===== src/rtl/tsw_pkg.sv =====
package tsw_pkg;

  localparam int unsigned MaxWidth  = 256;
  localparam int unsigned MaxHeight = 256;
  localparam int unsigned XW = $clog2(MaxWidth);
  localparam int unsigned YW = $clog2(MaxHeight);
  localparam int unsigned AW = XW + YW;
  localparam int unsigned SizeW = 9;
  localparam int unsigned CoordW = 16;
  // remainder unit: a load step, then one quotient bit per cycle
  localparam int unsigned RemSteps = CoordW + 1;
  localparam int unsigned RemCntW = $clog2(RemSteps + 1);

  localparam logic [2:0] CfgWidth   = 3'd0;
  localparam logic [2:0] CfgHeight  = 3'd1;
  localparam logic [2:0] CfgChans   = 3'd2;
  localparam logic [2:0] CfgWrapX   = 3'd3;
  localparam logic [2:0] CfgWrapY   = 3'd4;
  localparam logic [2:0] CfgBorder  = 3'd5;

  localparam logic [1:0] WrapClamp    = 2'd0;
  localparam logic [1:0] WrapPeriodic = 2'd1;

  localparam logic FuncWrite  = 1'b0;

  typedef enum logic [2:0] {
    ST_IDLE,
    ST_REM_X,
    ST_REM_Y,
    ST_ACCESS,
    ST_READ,
    ST_OUT
  } tsw_state_e;

  typedef struct packed {
    logic load;      // capture input item
    logic rem_start; // start remainder on current axis
    logic rem_axis;  // 0 x, 1 y
    logic mem_go;    // perform write or read
    logic result;    // latch result
  } tsw_cmd_t;

  typedef struct packed {
    logic is_write;
    logic need_rem_x;
    logic need_rem_y;
    logic rem_done;
  } tsw_sts_t;

  typedef struct packed {
    logic [7:0] red;
    logic [7:0] green;
    logic [7:0] blue;
    logic [7:0] alpha;
    logic       used_border;
    logic       write_rejected;
  } tsw_result_t;

  function automatic logic [SizeW-1:0] eff_size(input logic [SizeW-1:0] r,
                                                 input logic [SizeW-1:0] mx);
    if (r == '0) return SizeW'(1);
    if (r > mx)  return mx;
    return r;
  endfunction

endpackage


===== src/rtl/tsw_ctrl.sv =====
module tsw_ctrl import tsw_pkg::*; (
  input  logic     clk_i,
  input  logic     rst_ni,
  input  logic     in_valid_i,
  output logic     in_ready_o,
  output logic     out_valid_o,
  input  logic     out_ready_i,
  input  tsw_sts_t sts_i,
  output tsw_cmd_t cmd_o
);
  tsw_state_e state_q, state_d;

  // next state
  always_comb begin
    state_d = state_q;
    unique case (state_q)
      ST_IDLE: if (in_valid_i) state_d = ST_REM_X;
      ST_REM_X: begin
        if (sts_i.is_write || !sts_i.need_rem_x || sts_i.rem_done) begin
          state_d = ST_REM_Y;
        end
      end
      ST_REM_Y: begin
        if (sts_i.is_write || !sts_i.need_rem_y || sts_i.rem_done) begin
          state_d = ST_ACCESS;
        end
      end
      ST_ACCESS: state_d = ST_READ;
      ST_READ:   state_d = ST_OUT;
      ST_OUT:    if (out_ready_i) state_d = ST_IDLE;
      default:   state_d = ST_IDLE;
    endcase
  end

  // outputs
  always_comb begin
    cmd_o = '0;
    in_ready_o = 1'b0;
    out_valid_o = 1'b0;
    unique case (state_q)
      ST_IDLE: begin
        in_ready_o = 1'b1;
        cmd_o.load = in_valid_i;
        cmd_o.rem_start = in_valid_i;
      end
      ST_REM_X: begin
        cmd_o.rem_start = sts_i.rem_done || !sts_i.need_rem_x;
      end
      ST_REM_Y:  cmd_o.rem_axis = 1'b1;
      ST_ACCESS: cmd_o.mem_go = 1'b1;
      ST_READ:   cmd_o.result = 1'b1;
      ST_OUT:    out_valid_o = 1'b1;
      default: ;
    endcase
  end

  always_ff @(posedge clk_i or negedge rst_ni) begin
    if (!rst_ni) begin
      state_q <= ST_IDLE;
    end else begin
      state_q <= state_d;
    end
  end
endmodule


===== config.mk =====
export PLATFORM = sky130hd
export DESIGN_NAME = tsw_ctrl
export DESIGN_NICKNAME = d
export VERILOG_FILES = /design/src/rtl/tsw_pkg.sv /design/src/rtl/tsw_ctrl.sv
export SDC_FILE = /design/constraint.sdc
export NUM_CORES = 1
export LEC_CHECK = 0
export ABC_CLOCK_PERIOD_IN_PS = 2680
export BUFFER_PORTS_ARGS = -buffer_cell sky130_fd_sc_hd__buf_2
export CORE_AREA = 2 2 39 41
export CTS_BUF_LIST = sky130_fd_sc_hd__clkbuf_4 sky130_fd_sc_hd__clkbuf_8
export DETAILED_ROUTE_END_ITERATION = 8
export DIE_AREA = 0 0 41 43
export GPL_TIMING_DRIVEN = 0
export PLACE_DENSITY = 0.4
export SKIP_LAST_GASP = 1
export SYNTH_ARGS = -nofsm -noshare
export SYNTH_HDL_FRONTEND = slang
export SYNTH_SLANG_ARGS = --single-unit

===== constraint.sdc =====
create_clock -name clk_i -period 2.68 [get_ports clk_i]
set_input_delay 0.536 -clock clk_i [delete_from_list [all_inputs] [get_ports clk_i]]
set_output_delay 0.536 -clock clk_i [all_outputs]
set_load 0.02 [all_outputs]

==> metrics <==
register area share after synthesis 0.328; Psw between 0.15 and 0.2 mW; Area growth, synth to finish 52.5%; PostCTS Resize Cnt 0; port bufs 14; GRT Residual Overflow 0; io pins 15; Post-DRT Antenna Nets 0; power share of the clock group 0.222; synthesis-stage register bit count 3; leak pwr approximately 0.19 nW; GRT Overall Usage 0.0834; Setup-failing EPs final 0; DRC viols 0; share of cells above drive strength 1 0.458; Clock Latency Late Sink 0.23 ns; Worst Tran Pin Value 0.230 ns; vias in the first global route about 220; Antenna diodes 0; EDFF count, synth 0; Hold Fails Final Rpt 0; Die Y-Extent 43 um; CP Launch Point state_q[0]$_DFFE_PN0P_; share of flip-flops with an asynchronous set or reset 1.00; Initial Utilization 0.165; largest net degree at the start of global routing 11; CP endpoint kind output port; switching share of power 0.439; setup bufs post-CTS 0; DRT Wirelength around 550 um; clock sink count 3; Hold/Removal Path Class in -> async; Synth Cell Area 229 sq um; Rows 14; number of max-cap violations 0; minimum clock period 1.79 ns; post-route clock period utilization 0.669; Main synth FF type dfrtp_1; Peak VDD IR roughly 0.33 mV; met2 Use GR 0.0875; clock-pin slew on the worst setup and hold paths 0.04 ns; drt pass-1 iters 4; Clock Skews 0.00262 ns; internal power about 0.23 mW; Required @ worst endpoint 2.14 ns; clock buffer depth 2; syn_area_per_cell around 7.6 sq um; worst flop-to-flop path startpoint state_q[2]$_DFFE_PN0P_; pwr dens 1170 nW/um^2; combinational share of power 0.582; Net Count, Synth 38; fmax 0.558 GHz; Sequential Power Share 0.196; CP Launch Type flop; Setup Total Neg Slack 0 ns; RSZ-0062 raised after global routing no; most common cell after layout, fill and taps aside buf_2; first-pass GRT wire length 924 um; via/cell ratio 4.05; worst hold slack 0.0854 ns; cells after synthesis 30; TritonCTS Buffers 3; Slew Viols, Final 0; initial antenna violation count 0; fillcell total roughly 160; Core Area 1380 sq um; H-tree depth 1; most flop-heavy register state_q; outcome finished, final reports clean; post-synth cell types 19; Worst Path Class, Setup reg -> out; vias post-DR 259; clk root buf clkbuf_4; critical path peak fanout 10; GR Util met3 0.0628; commonest non-fill, non-tap cells in the layout buf_2 (15), nor2_1 (5), clkbuf_4 (4), dfrtp_1 (3); Largest regs state_q x3; CTS tree done; yosys synthesis warning count 0; NumNets Final 57; busiest grt layer met1; met1 GRT Util 0.110; wire length per cell 8.66 um; initial DRC count 8; # hold bufs at CTS 0; DP HPWL 431 um; Slew Limit Headroom 0.847; chip width 41 um; GPL Wtd Cong 0.658; Arr. time, crit path 1.26 ns; max reg flops 3; Die Area between 1500 and 2000 sq um
[path summary, 6_finish.rpt]
| path | to | slack, ns | depth (start not counted) |
|---|---|---|---|
| hold reg to reg | state_q[1]$_DFFE_PN0P_ | 0.56 | 2 |
| hold / removal | state_q[2]$_DFFE_PN0P_ | 0.09 | 1 |
| setup / recovery | cmd_o[4] | 0.89 | 4 |
| max in group asynchronous | state_q[0]$_DFFE_PN0P_ | 2.49 | 1 |
| min in group clk_i | state_q[1]$_DFFE_PN0P_ | 0.56 | 2 |
| setup reg to reg | state_q[0]$_DFFE_PN0P_ | 1.60 | 4 |
[cell families after synthesis]
family / share of synthesized area
AOI/OAI and AO/OA: 0.180
and+or+nand+nor: 0.361
muxes: 0.0437
DFF: 0.328
buffers and inverters: 0.0874
[critical path, cell delays in order (launching register included)]
cell,delay (ns)
dfrtp_1,0.34
buf_2,0.17
nor3_1,0.22
and2_1,0.14
buf_2,0.15
[routing by layer]
| metal | part of all wire | wire [um] |
|---|---|---|
| met5 | 0 | 0 |
| met4 | 0 | 0 |
| met3 | 0.11 | 63 |
| met2 | 0.39 | 214 |
| met1 | 0.50 | 276 |
[cells in the mapped netlist (all sizes together), types with 2 or more instances]
cell type / number / area (sq um)
buf: 2 / 12.5
nand2: 2 / 7.51
dfrtp: 3 / 75.1
nor3: 2 / 10.0
inv: 2 / 7.51
nor2: 5 / 18.8
and3: 2 / 12.5
nor2b: 2 / 12.5
[cell type report]
class	instances	area, sq um	share of cell area
multi-input combinational	23	134	0.384
sequential	3	75.1	0.215
timing repair buffer	14	70.1	0.201
clock buffer	4	30.0	0.0860
tap	16	20.0	0.0573
buffer	2	12.5	0.0358
inverter	2	7.51	0.0215
[power by group through the flow]
| stage | logic, mW | clock network, mW | registers (mW) |
|---|---|---|---|
| 2_1_floorplan | 0.180 | 0 | 0.0767 |
| 3_5_place_dp | 0.242 | 0 | 0.0808 |
| 5_1_grt | 0.268 | 0.0977 | 0.0834 |
| 6_report | 0.238 | 0.0909 | 0.0802 |
| 4_1_cts | 0.242 | 0.0950 | 0.0802 |
| 3_3_place_gp | 0.243 | 0 | 0.0815 |
[through the flow]
step / cells / total power, mW / area, sq um / worst slack, ns / util
after CTS: 64 / 0.417 / 349 / 0.855 / 0.252
final: 64 / 0.409 / 349 / 0.887 / 0.252
after global routing: 64 / 0.449 / 349 / 0.759 / 0.252
after global placement: 60 / 0.324 / 319 / 1.07 / 0.231
after floorplan: 30 / 0.257 / 229 / 0.778 / -
after detailed placement: 60 / 0.323 / 319 / 1.07 / 0.231
Note: power is estimated with default switching activity, not from simulation.
